`src/multi_alarm_clock_with_snooze_assert.svh`:
```
// Assertion macros for the multi-alarm clock block.
// Each macro expects clk and rst_n to be visible at the point of use.
`ifndef MULTI_ALARM_CLOCK_WITH_SNOOZE_ASSERT_SVH
`define MULTI_ALARM_CLOCK_WITH_SNOOZE_ASSERT_SVH

// Same-cycle implication, off while reset is asserted
`define MACS_ASSERT_HOLDS(label, ante, cons, msg) \
  label: assert property (@(posedge clk) disable iff (!rst_n) (ante) |-> (cons)) \
    else $error(msg);

// Next-cycle implication, off while reset is asserted
`define MACS_ASSERT_NEXT(label, ante, cons, msg) \
  label: assert property (@(posedge clk) disable iff (!rst_n) (ante) |=> (cons)) \
    else $error(msg);

`endif

```
`src/macs_pkg.sv`:
```
// Shared types and constants of the multi-alarm clock block.
// No dependencies; used by every module of the block.
package macs_pkg;

  // Input transaction selector carried on in_tuser
  localparam logic MODE_TICK = 1'b0;
  localparam logic MODE_ADD  = 1'b1;

  // Result kind carried on out_tuser
  typedef enum logic [1:0] {
    KIND_TRIGGER = 2'd0,
    KIND_ADDED   = 2'd1,
    KIND_FULL    = 2'd2
  } kind_t;

  localparam int HOUR_W    = 5;
  localparam int MIN_W     = 6;
  localparam int SLOT_W    = 4;
  localparam int MASK_W    = 16;
  localparam int RES_CNT_W = 5;

  localparam logic [RES_CNT_W-1:0] RESULT_LIMIT     = 5'd16;
  localparam logic [MIN_W:0]       SNOOZE_STEP      = 7'd10;
  localparam logic [MIN_W:0]       MINUTES_PER_HOUR = 7'd60;
  localparam logic [HOUR_W-1:0]    LAST_HOUR        = 5'd23;
  localparam logic [MIN_W-1:0]     LAST_MINUTE      = 6'd59;

  // One alarm table entry; slot validity follows from the fill count
  typedef struct packed {
    logic              active;
    logic              snz;
    logic [HOUR_W-1:0] hour;
    logic [MIN_W-1:0]  minute;
  } entry_t;

  // One result transaction
  typedef struct packed {
    kind_t             kind;
    logic [SLOT_W-1:0] slot;
    logic [HOUR_W-1:0] hour;
    logic [MIN_W-1:0]  minute;
    logic              snz;
    logic              last;
  } result_t;

endpackage

```
`src/macs_alarm_mem.sv`:
```
// Alarm table storage: one write port, one read port, registered read data.
// Depends on macs_pkg for the entry type.
module macs_alarm_mem #(
  parameter int DEPTH = 16,
  parameter int AW    = 4
) (
  input  logic               clk,
  input  logic               we,
  input  logic [AW-1:0]      waddr,
  input  macs_pkg::entry_t   wdata,
  input  logic               re,
  input  logic [AW-1:0]      raddr,
  output macs_pkg::entry_t   rdata
);

  macs_pkg::entry_t mem [DEPTH];
  macs_pkg::entry_t rdata_r;

  // Write entry
  always_ff @(posedge clk) begin
    if (we) begin
      mem[waddr] <= wdata;
    end
  end

  // Read entry, hold data while no read is issued
  always_ff @(posedge clk) begin
    if (re) begin
      rdata_r <= mem[raddr];
    end
  end

  assign rdata = rdata_r;

endmodule

```
`src/macs_out_reg.sv`:
```
// Output register of the result channel: parts the scan engine from the receiver.
// Depends on macs_pkg for the result type.
module macs_out_reg (
  input  logic              clk,
  input  logic              rst_n,
  input  logic              push,
  input  macs_pkg::result_t push_data,
  output logic              free,
  output logic              out_valid,
  input  logic              out_ready,
  output macs_pkg::result_t out_data
);

  logic              valid_r;
  macs_pkg::result_t data_r;

  // Load a new transaction or drop the one taken by the receiver
  always_ff @(posedge clk) begin
    if (!rst_n) begin
      valid_r <= 1'b0;
    end else if (push) begin
      valid_r <= 1'b1;
    end else if (out_ready) begin
      valid_r <= 1'b0;
    end
  end

  always_ff @(posedge clk) begin
    if (push) begin
      data_r <= push_data;
    end
  end

  assign free      = !valid_r || out_ready;
  assign out_valid = valid_r;
  assign out_data  = data_r;

endmodule

```
`src/multi_alarm_clock_with_snooze.sv`:
```
// Multi-alarm clock with snooze: top level, sequencer and table scan.
// Depends on macs_pkg, macs_alarm_mem, macs_out_reg and the assertion header.
//
// Usage: each input transaction (in_*) is a minute tick (in_tuser = 0) or an
// alarm add (in_tuser = 1). An add is accepted, held in a pending register
// and then handed as its single result (added or table full) to the output
// register. A tick reads every filled slot of the alarm table from a
// registered-read memory, one slot a cycle unless the output stalls,
// compares it to the current time, writes it back (snoozed or disabled at
// midnight) and emits one trigger transaction per match; the final one
// carries out_tlast. A tick with no match emits nothing. A tick walks the
// alarm table once through its single read port.
// One item is worked at a time; in_tready rises again once the last result
// sits in the output register, which holds it until the receiver takes it.
// When out_tready is low the scan stalls on its next match and resumes
// without loss. Reset (rst_n low, synchronous) sets the time to 00:00 and
// empties the table; no clearing pass is needed.
`include "multi_alarm_clock_with_snooze_assert.svh"

module multi_alarm_clock_with_snooze #(
  parameter int MAX_ALARMS = 16
) (
  input  logic        clk,
  input  logic        rst_n,
  input  logic        in_tvalid,
  output logic        in_tready,
  // [4:0] alarm_hour, [10:5] alarm_minute, [11] alarm_snoozeable,
  // [27:12] snooze_mask, [31:28] zero
  input  logic [31:0] in_tdata,
  // [0] mode
  input  logic        in_tuser,
  output logic        out_tvalid,
  input  logic        out_tready,
  // [3:0] slot, [8:4] fire_hour, [14:9] fire_minute, [15] asks_snooze
  output logic [15:0] out_tdata,
  // [1:0] kind
  output logic [1:0]  out_tuser,
  output logic        out_tlast
);

  localparam int IW = (MAX_ALARMS > 1) ? $clog2(MAX_ALARMS) : 1;
  localparam int CW = $clog2(MAX_ALARMS + 1);
  localparam logic [CW-1:0] COUNT_MAX = CW'(MAX_ALARMS);

  typedef enum logic [1:0] {
    ST_IDLE,
    ST_SCAN,
    ST_FLUSH
  } state_t;

  // Input fields
  logic [macs_pkg::HOUR_W-1:0] in_hour;
  logic [macs_pkg::MIN_W-1:0]  in_minute;
  logic                        in_snz;
  logic [macs_pkg::MASK_W-1:0] in_mask;

  assign in_hour   = in_tdata[4:0];
  assign in_minute = in_tdata[10:5];
  assign in_snz    = in_tdata[11];
  assign in_mask   = in_tdata[27:12];

  // Registers
  state_t                         state_r, state_nxt;
  logic [macs_pkg::HOUR_W-1:0]    hour_r, hour_nxt;
  logic [macs_pkg::MIN_W-1:0]     min_r, min_nxt;
  logic [CW-1:0]                  count_r, count_nxt;
  logic [macs_pkg::MASK_W-1:0]    mask_r, mask_nxt;
  logic [CW-1:0]                  rd_idx_r, rd_idx_nxt;
  logic                           ev_v_r, ev_v_nxt;
  logic [IW-1:0]                  ev_idx_r, ev_idx_nxt;
  logic                           pend_v_r, pend_v_nxt;
  macs_pkg::result_t              pend_r, pend_nxt;
  logic [macs_pkg::RES_CNT_W-1:0] n_r, n_nxt;

  // Memory and output register connections
  logic              mem_we;
  logic [IW-1:0]     mem_waddr;
  macs_pkg::entry_t  mem_wdata;
  logic              rd_en;
  logic [IW-1:0]     raddr;
  macs_pkg::entry_t  rd_data;
  logic              push;
  macs_pkg::result_t push_data;
  logic              out_free;
  macs_pkg::result_t out_res;

  macs_alarm_mem #(
    .DEPTH (MAX_ALARMS),
    .AW    (IW)
  ) u_mem (
    .clk   (clk),
    .we    (mem_we),
    .waddr (mem_waddr),
    .wdata (mem_wdata),
    .re    (rd_en),
    .raddr (raddr),
    .rdata (rd_data)
  );

  macs_out_reg u_out (
    .clk       (clk),
    .rst_n     (rst_n),
    .push      (push),
    .push_data (push_data),
    .free      (out_free),
    .out_valid (out_tvalid),
    .out_ready (out_tready),
    .out_data  (out_res)
  );

  assign out_tdata = {out_res.snz, out_res.minute, out_res.hour, out_res.slot};
  assign out_tuser = out_res.kind;
  assign out_tlast = out_res.last;

  assign in_tready = (state_r == ST_IDLE);

  // Evaluate the slot whose data arrives this cycle
  logic                       day_wrap;
  logic                       ev_match;
  logic                       ev_report;
  logic                       ev_snooze;
  logic                       stall;
  logic                       scan_done;
  logic [macs_pkg::MIN_W:0]   snz_sum;
  logic                       snz_roll;
  logic [macs_pkg::MIN_W-1:0]  snz_min;
  logic [macs_pkg::HOUR_W-1:0] snz_hour;
  macs_pkg::entry_t           wb_entry;
  macs_pkg::result_t          trig_res;

  always_comb begin
    day_wrap  = (hour_r == macs_pkg::LAST_HOUR) && (min_r == macs_pkg::LAST_MINUTE);
    ev_match  = ev_v_r && rd_data.active && (rd_data.hour == hour_r) &&
                (rd_data.minute == min_r);
    ev_report = ev_match && (n_r < macs_pkg::RESULT_LIMIT);
    stall     = ev_report && pend_v_r && !out_free;
    ev_snooze = ev_match && rd_data.snz && (32'(ev_idx_r) < macs_pkg::MASK_W) &&
                mask_r[4'(ev_idx_r)];

    // Move ten minutes later, wrapping the hour and the day
    snz_sum  = {1'b0, rd_data.minute} + macs_pkg::SNOOZE_STEP;
    snz_roll = (snz_sum >= macs_pkg::MINUTES_PER_HOUR);
    snz_min  = snz_roll ? 6'(snz_sum - macs_pkg::MINUTES_PER_HOUR) : 6'(snz_sum);
    if (!snz_roll) begin
      snz_hour = rd_data.hour;
    end else if (rd_data.hour == macs_pkg::LAST_HOUR) begin
      snz_hour = '0;
    end else begin
      snz_hour = rd_data.hour + 5'd1;
    end

    wb_entry        = rd_data;
    wb_entry.active = rd_data.active && !(day_wrap && rd_data.snz);
    if (ev_snooze) begin
      wb_entry.hour   = snz_hour;
      wb_entry.minute = snz_min;
    end

    trig_res        = '0;
    trig_res.kind   = macs_pkg::KIND_TRIGGER;
    trig_res.slot   = 4'(ev_idx_r);
    trig_res.hour   = rd_data.hour;
    trig_res.minute = rd_data.minute;
    trig_res.snz    = rd_data.snz;

    rd_en     = (state_r == ST_SCAN) && !stall && (rd_idx_r < count_r);
    raddr     = rd_idx_r[IW-1:0];
    scan_done = (state_r == ST_SCAN) && (rd_idx_r == count_r) && !ev_v_r;
  end

  // Sequencer next values
  always_comb begin
    state_nxt  = state_r;
    hour_nxt   = hour_r;
    min_nxt    = min_r;
    count_nxt  = count_r;
    mask_nxt   = mask_r;
    rd_idx_nxt = rd_idx_r;
    ev_v_nxt   = ev_v_r;
    ev_idx_nxt = ev_idx_r;
    pend_v_nxt = pend_v_r;
    pend_nxt   = pend_r;
    n_nxt      = n_r;
    mem_we     = 1'b0;
    mem_waddr  = ev_idx_r;
    mem_wdata  = wb_entry;
    push       = 1'b0;
    push_data  = pend_r;

    unique case (state_r)
      ST_IDLE: begin
        if (in_tvalid) begin
          mask_nxt = in_mask;
          if (in_tuser == macs_pkg::MODE_ADD) begin
            pend_nxt   = '0;
            pend_v_nxt = 1'b1;
            state_nxt  = ST_FLUSH;
            if (count_r < COUNT_MAX) begin
              // Store in the next free slot
              mem_we           = 1'b1;
              mem_waddr        = count_r[IW-1:0];
              mem_wdata.active = 1'b1;
              mem_wdata.snz    = in_snz;
              mem_wdata.hour   = in_hour;
              mem_wdata.minute = in_minute;
              pend_nxt.kind    = macs_pkg::KIND_ADDED;
              pend_nxt.slot    = 4'(count_r);
              count_nxt        = count_r + 1'b1;
            end else begin
              pend_nxt.kind = macs_pkg::KIND_FULL;
            end
          end else begin
            rd_idx_nxt = '0;
            n_nxt      = '0;
            state_nxt  = ST_SCAN;
          end
        end
      end

      ST_SCAN: begin
        if (!stall) begin
          ev_v_nxt   = rd_en;
          ev_idx_nxt = raddr;
          if (rd_en) begin
            rd_idx_nxt = rd_idx_r + 1'b1;
          end
          // Write back the evaluated slot
          mem_we = ev_v_r;
          if (ev_report) begin
            if (pend_v_r) begin
              push           = 1'b1;
              push_data.last = 1'b0;
            end
            pend_nxt   = trig_res;
            pend_v_nxt = 1'b1;
            n_nxt      = n_r + 1'b1;
          end
        end
        if (scan_done) begin
          // Advance the clock by one minute
          if (min_r == macs_pkg::LAST_MINUTE) begin
            min_nxt  = '0;
            hour_nxt = (hour_r == macs_pkg::LAST_HOUR) ? '0 : hour_r + 5'd1;
          end else begin
            min_nxt = min_r + 6'd1;
          end
          state_nxt = ST_FLUSH;
        end
      end

      ST_FLUSH: begin
        if (!pend_v_r) begin
          state_nxt = ST_IDLE;
        end else if (out_free) begin
          push           = 1'b1;
          push_data.last = 1'b1;
          pend_v_nxt     = 1'b0;
          state_nxt      = ST_IDLE;
        end
      end

      default: begin
        state_nxt = ST_IDLE;
      end
    endcase
  end

  // Hold state and registered values
  always_ff @(posedge clk) begin
    if (!rst_n) begin
      state_r  <= ST_IDLE;
      hour_r   <= '0;
      min_r    <= '0;
      count_r  <= '0;
      rd_idx_r <= '0;
      ev_v_r   <= 1'b0;
      pend_v_r <= 1'b0;
      n_r      <= '0;
    end else begin
      state_r  <= state_nxt;
      hour_r   <= hour_nxt;
      min_r    <= min_nxt;
      count_r  <= count_nxt;
      rd_idx_r <= rd_idx_nxt;
      ev_v_r   <= ev_v_nxt;
      pend_v_r <= pend_v_nxt;
      n_r      <= n_nxt;
      mask_r   <= mask_nxt;
      ev_idx_r <= ev_idx_nxt;
      pend_r   <= pend_nxt;
    end
  end

  // Checks
  `MACS_ASSERT_HOLDS(a_idle_no_pending, in_tready, !pend_v_r, "result still pending while idle")
  `MACS_ASSERT_NEXT(a_full_keeps_count, in_tvalid && in_tready && (in_tuser == macs_pkg::MODE_ADD) && (count_r == COUNT_MAX), $stable(count_r), "add to full table changed count")
  `MACS_ASSERT_HOLDS(a_no_rw_same_slot, ev_v_r && rd_en, ev_idx_r != raddr, "write-back and read hit one slot")
  `MACS_ASSERT_HOLDS(a_push_when_free, push, out_free, "result pushed into a full output register")

endmodule
```
`config.mk`:
```
export PLATFORM = sky130hd
export DESIGN_NAME = multi_alarm_clock_with_snooze
export DESIGN_NICKNAME = d
export VERILOG_FILES = /design/src/macs_pkg.sv /design/src/macs_alarm_mem.sv /design/src/macs_out_reg.sv /design/src/multi_alarm_clock_with_snooze.sv
export VERILOG_INCLUDE_DIRS = /design/src /design/src/src
export SDC_FILE = /design/constraint.sdc
export NUM_CORES = 1
export LEC_CHECK = 0
export BUFFER_PORTS_ARGS = -buffer_cell sky130_fd_sc_hd__buf_2
export CAP_MARGIN = 25
export CORE_ASPECT_RATIO = 0.75
export CORE_UTILIZATION = 61
export DETAILED_ROUTE_END_ITERATION = 12
export PLACE_DENSITY = 0.9
export SLEW_MARGIN = 20
export SYNTH_ARGS = -nofsm -noshare
export SYNTH_HDL_FRONTEND = slang
export SYNTH_SLANG_ARGS = --single-unit
```
`constraint.sdc`:
```
create_clock -name clk -period 4.65 [get_ports clk]
set_input_delay 0.6975 -clock clk [delete_from_list [all_inputs] [get_ports clk]]
set_output_delay 0.6975 -clock clk [all_outputs]
set_load 0.02 [all_outputs]
```
==> out/metrics.cfg, run 1 <==
[status]
outcome=finished clean

[route]
drtIter0Drc=872
final_antenna_net_count=0
drc=0
vias=7201
drt-wirelength-per-cell_um=23.5
vias_per_cell=6.33
dr_wl_met3_um=2590
highest_layer=met4
drt_first_pass_iters=5
routed_wl_um=26800
wl_met2_um=12800
wl_met1_um=10500

[logic_synthesis]
synth.avg_cell_area_sq_um=17.0
ys_types=57
synthArstFlopShare_pct=0
synthCells=752
synth_edf_count=278
seq_area_frac_synth_pct=70.1
syn_area_sq_um=12800
synth-warning-count=0
synth_ff_type=edfxtp_1
syn-num-nets=806
ys_ff_latch=309

[power_and_ir_drop]
combPwrFrac_pct=5.7
ir_drop_v=0.000364
p_leak_nw=4.76
clkPwrFrac_pct=41.0
seqPwrFrac_pct=53.2
netSwitchingPower_mw=1.24
internal-power_mw=4.68
swShare_pct=20.9
power_density_nw_per_um2=408

[critical_path]
worstSetupStartpoint=u_mem.rdata[1]
critPathLaunchType=register
crit_arrival_ns=3.79
end_kind=register
cp.required_ns=4.96
critPathTopFamily=compound AO/OA/AOI/OAI gates
cp_max_fo=16
crit_chain=ha_1, xnor2_1, ha_1, nand3b_1, a21o_1, a21oi_1, or3_1, mux2i_1, a211oi_1, a21o_1
cpMaxStageDelayCell=edfxtp_1
critPathMaxStageDelay_ns=0.57
critPathKind=reg2reg
critical_path_buf_inv_count=0
reg2reg_from=u_mem.rdata[1]

[finish]
final_core_util_pct=71.1
insertedDiodeCount=0
syn_to_final_growth_pct=13.2
layout.cells.non_filler=1137
drive_gt1_share_pct=25.6
seqCellArea_sq_um=8970
layout_common_cells=edfxtp_1 (278), mux4_2 (69), buf_2 (53)
multi_input_area_sq_um=3620
nNetsFinal=887
fillers=1221
final_common_cell=edfxtp_1

[floorplanning]
ios=58
die_y_um=127
start_util_pct=62.8
die_w_um=169
fp-row-count=45
die_area_sq_um=21600
core_sq_um=20400

[cts]
post_cts_buffers=0
clockBufferDepth=3
cts_made_buffers=28
cts_hold_buf=0
cts_resized=0
clk_latency_ns=0.55
cts_max_level=1
clk_pin_slew_ns=0.07
cts-root-buf=clkbuf_16
cts_tree=built
cts.sinks=309

[min_path]
hp-start=in_tdata[17]
hold_path.class=in2reg

[grt]
grt_pass1_vias=7168
grt_max_degree=58
grt_antenna_before_repair=0
track_usage_pct=25.9
grt_overflow=0
grt_pass1_wl_um=40700

[timing]
worst_pin_slew_ns=1.01
setup_viol=0
min_period_over_period_pct=74.9
holdWs_ns=0.335
finalHoldViolCount=0
maxSlewViolCount=0
period_minus_slack_ns=3.48
fmax_mhz=287
rsz0062_at_grt=false
tns_ns=0
fin_skew_ns=0.0256
timing.slew.headroom_pct=32.1

[place]
io_buffers=53
gp_congestion=0.928
placed_cells=1084
dp_hpwl_um=16900

[run]
cap_violations=0

## cells by family after synthesis
logic type / synth area share, %
DFF: 70.1
and+or+nand+nor: 7.82
xor gates and xnor gates: 1.96
AOI/OAI and AO/OA: 3.81
adders and majority gates: 1.66
buffers and inverters: 1.79
muxes: 12.9
## worst reg2reg max path: cells and delay by family (launching register included)
| family | cells | cell delay [ns] |
|---|---|---|
| DFF | 1 | 0.57 |
| and+or+nand+nor | 2 | 0.68 |
| muxes | 1 | 0.18 |
| AOI/OAI and AO/OA | 4 | 0.95 |
| adders and majority gates | 2 | 0.70 |
| xor gates and xnor gates | 1 | 0.16 |
## final timing paths
check	end	cells past startpoint	slack, ns
setup / recovery	u_mem.mem[0][3]	10	1.17
setup reg to reg	u_mem.mem[0][3]	10	1.17
hold reg to reg	u_out.out_data[16]	0	0.42
hold / removal	mask_r[5]	1	0.34
## synth_stat cells (all sizes together) (2+ instances only)
master / instances / area [sq um]
nor3: 10 / 50.1
xor2: 16 / 155
nand3b: 5 / 37.5
or4: 2 / 15.0
buf: 14 / 93.8
o21ai: 23 / 126
xnor2: 11 / 96.3
or3b: 2 / 17.5
a21o: 3 / 22.5
nor3b: 8 / 60.1
nand4: 7 / 43.8
and2: 16 / 103
nand2: 52 / 205
a211oi: 5 / 37.5
inv: 14 / 52.6
or3: 6 / 37.5
edfxtp: 278 / 8350
nand2b: 4 / 32.5
a21oi: 22 / 110
ha: 17 / 213
nor2b: 3 / 18.8
and3: 3 / 18.8
nand3: 13 / 65.1
dfxtp: 31 / 621
mux2i: 7 / 70.1
a31oi: 8 / 50.1
o31ai: 5 / 37.5
nor2: 52 / 203
clkbuf: 22 / 82.6
o31a: 2 / 18.8
o21a: 3 / 22.5
mux4: 70 / 1580
nand4b: 2 / 17.5
nor4: 7 / 56.3
## layout make-up
type	count	share of cell area (%)
Sequential cell	309	61.9
Multi-Input combinational cell	393	24.9
Clock buffer	33	4.96
Timing Repair Buffer	87	3.59
Tap cell	282	2.43
Clock inverter	19	1.80
Inverter	14	0.363
## metal layers
metal	up-vias	track usage [%]
met2	415	41.8
met4	0	10.4
met3	66	3.81
met1	3598	36.1
li1	3122	-
met5	-	0
## per-stage QoR
stage	power, mW	cell area [sq um]	setup WS (ns)
3_3_place_gp	3.52	13500	1.12
4_1_cts	5.94	14500	0.900
5_1_grt	6.08	14500	0.946
2_1_floorplan	3.42	12800	1.34
6_report	5.91	14500	1.17
3_5_place_dp	3.54	13500	0.931
## flip-flops by register name (all words and copies together) (netlist names)
register	flops
u_mem.mem	208
u_out.out_data	19
pend_r	18
mask_r	16
u_mem.rdata	13
min_r	6
count_r	5
hour_r	5
n_r	5
rd_idx_r	5
ev_idx_r	4
state_r	2
ev_v_r	1
pend_v_r	1
u_out.out_valid	1
## power groups by stage
stage          clock network, mW  registers, mW  logic [mW]
6_report                    2.42           3.15       0.340
5_1_grt                     2.56           3.15       0.369
4_1_cts                     2.46           3.15       0.334
3_5_place_dp                   0           3.21       0.332
3_3_place_gp                   0           3.20       0.316
2_1_floorplan                  0           3.20       0.216
(Power assumes the default switching activity.)
==> run 2: changes to the inputs <==
Settings changed: CORE_UTILIZATION 61 to 55, PLACE_DENSITY 0.9 to 0.86.
Clock period 4.65 ns to 3 ns, I/O delays scaled along.
==> out/metrics.cfg, run 2 (synthesis gave the netlist of run 1 again) <==
[finish]
nNetsFinal=912  ; +2.8%
largest_reg_flops=208  ; unchanged
final_common_cell=edfxtp_1
fin_area_sq_um=15000  ; +3.4%
drive_gt1_share_pct=29.2  ; +3.6 points
layout.cells.non_filler=1174  ; +3.3%
layout_common_cells=edfxtp_1 (278), mux4_2 (69), buf_2 (53)
insertedDiodeCount=0  ; unchanged
syn_to_final_growth_pct=17.1
largest_register=u_mem.mem

[route]
drc=0  ; unchanged
vias_per_cell=6.27  ; -1.1%
vias=7356  ; +2.2%
drtIter0Drc=918  ; +5.3%
drt_first_pass_iters=5  ; unchanged
drt-wirelength-per-cell_um=24.4  ; +3.8%
routed_wl_um=28700  ; +7.2%
final_antenna_net_count=0  ; unchanged

[grt]
grt_max_degree=58  ; unchanged
grt_pass1_vias=7296  ; +1.8%
grt_antenna_before_repair=0  ; unchanged
grt_pass1_wl_um=43400  ; +6.8%
grt_overflow=0  ; unchanged
track_usage_pct=24.9  ; -0.93 points

[place]
dp_hpwl_um=18200  ; +7.5%
placed_cells=1118  ; +3.1%
pre_cts_slack_ns=-0.194  ; -1.13 ns
io_buffers=53  ; unchanged
gp_congestion=0.925  ; -0.33%
placed_cell_area_sq_um=13900  ; +2.9%

[critical_path]
critPathLaunchType=register
end_kind=register
cp_max_fo=16  ; unchanged
crit_arrival_ns=3.35  ; -0.44 ns
cp.required_ns=3.40  ; -1.56 ns
critPathKind=reg2reg

[floorplanning]
die_w_um=178  ; +5.2%
fp-row-count=47  ; +4.4%
die_y_um=134  ; +5.2%
core_sq_um=22500  ; +10%
start_util_pct=57.0  ; -5.8 points
ios=58  ; unchanged
die_area_sq_um=23900  ; +11%

[cts]
cts_tree=built
cts-root-buf=clkbuf_16
cts_made_buffers=28  ; unchanged
cts_max_level=1  ; unchanged
cts.sinks=309  ; unchanged
clockBufferDepth=3  ; unchanged
clk_pin_slew_ns=0.07  ; about the same
cts_hold_buf=0  ; unchanged
clk_latency_ns=0.55  ; about the same

[run]
cap_violations=0  ; unchanged

[timing]
finalHoldViolCount=0  ; unchanged
tns_ns=0  ; unchanged
fin_skew_ns=0.0241  ; -0.00148 ns
worst_pin_slew_ns=0.848  ; -0.161 ns
min_period_over_period_pct=98.5  ; +24 points
timing.slew.headroom_pct=43.5  ; +11 points
period_minus_slack_ns=2.95  ; -0.529 ns
fmax_mhz=339  ; +18%
fin_ws_ns=0.0460  ; -1.12 ns
setup_viol=0  ; unchanged
maxSlewViolCount=0  ; unchanged

[status]
outcome=finished clean

[power_and_ir_drop]
power_mw=9.33  ; +58%
p_leak_nw=4.96  ; +4.3%
power_density_nw_per_um2=622  ; +53%
ir_drop_v=0.000570  ; +56%

[min_path]
hold_path.class=in2reg

==> run 2: cell count changes in the layout (fill, tap and decap cells not counted), moves of 2 or more <==
cell and change:
buf_12 +15, buf_4 +10, clkbuf_8 +4, clkinv_1 -4
a31oi_1 -3, a31oi_4 +3, o21ai_0 -3, o21ai_1 +2
==> run 2: repair_timing <==
| action | in CTS | in global routing |
|---|---|---|
| setup endpoints to repair | 64 | 92 |
| buffers inserted | 1 | 3 |
| pin swaps | 2 | 1 |
| resized for setup | 3 | 5 |
==> run 2: critical path, stage by stage (launching register included) <==
cell,delay (ns)
edfxtp_1,0.43
ha_1,0.25
xnor2_2,0.19
ha_1,0.20
nand3b_1,0.13
a21o_1,0.21
a21oi_1,0.17
or3_4,0.17
nand2_4,0.06
buf_4,0.15
or4b_1,0.52
a31oi_4,0.18
buf_12,0.16
==> run 2: per-layer routing <==
layer  wire, um  track usage (%)
met5          0                0
met4        913             7.83
met3       2480             3.74
met2      13800             39.4
met1      11500             36.2
==> run 2: layout make-up <==
| class | instances | area, sq um |
|---|---|---|
| sequential | 309 | 8970 |
| fill | 1446 | 7470 |
| multi-input combinational | 393 | 3690 |
| timing repair buffer | 112 | 896 |
| clock buffer | 38 | 800 |
| tap | 294 | 368 |
| clock inverter | 14 | 216 |
| inverter | 14 | 52.6 |
==> run 2: worst paths after layout <==
kind                            end  cells after the start            from  slack (ns)
hold reg to reg   u_out.out_data[4]                      0       pend_r[4]        0.42
hold / removal            mask_r[9]                      1    in_tdata[21]        0.09
setup reg to reg  u_mem.mem[13][10]                     12  u_mem.rdata[2]        0.05
setup / recovery  u_mem.mem[13][10]                     12  u_mem.rdata[2]        0.05
==> run 2: per-stage QoR <==
step / hold slack, ns / utilization (%)
3_5_place_dp: 0.405 / 61.9
3_3_place_gp: 0.400 / 61.9
5_1_grt: 0.0815 / 66.8
4_1_cts: 0.0774 / 66.6
6_report: 0.0911 / 66.8
2_1_floorplan: 0.400 / -
==> run 2: power by group <==
| part | total, mW | internal, mW | switching [mW] |
|---|---|---|---|
| sequential | 4.88 | 4.83 | 0.0451 |
| combinational | 0.594 | 0.215 | 0.379 |
| clock | 3.86 | 2.31 | 1.55 |
| total | 9.33 | 7.36 | 1.97 |
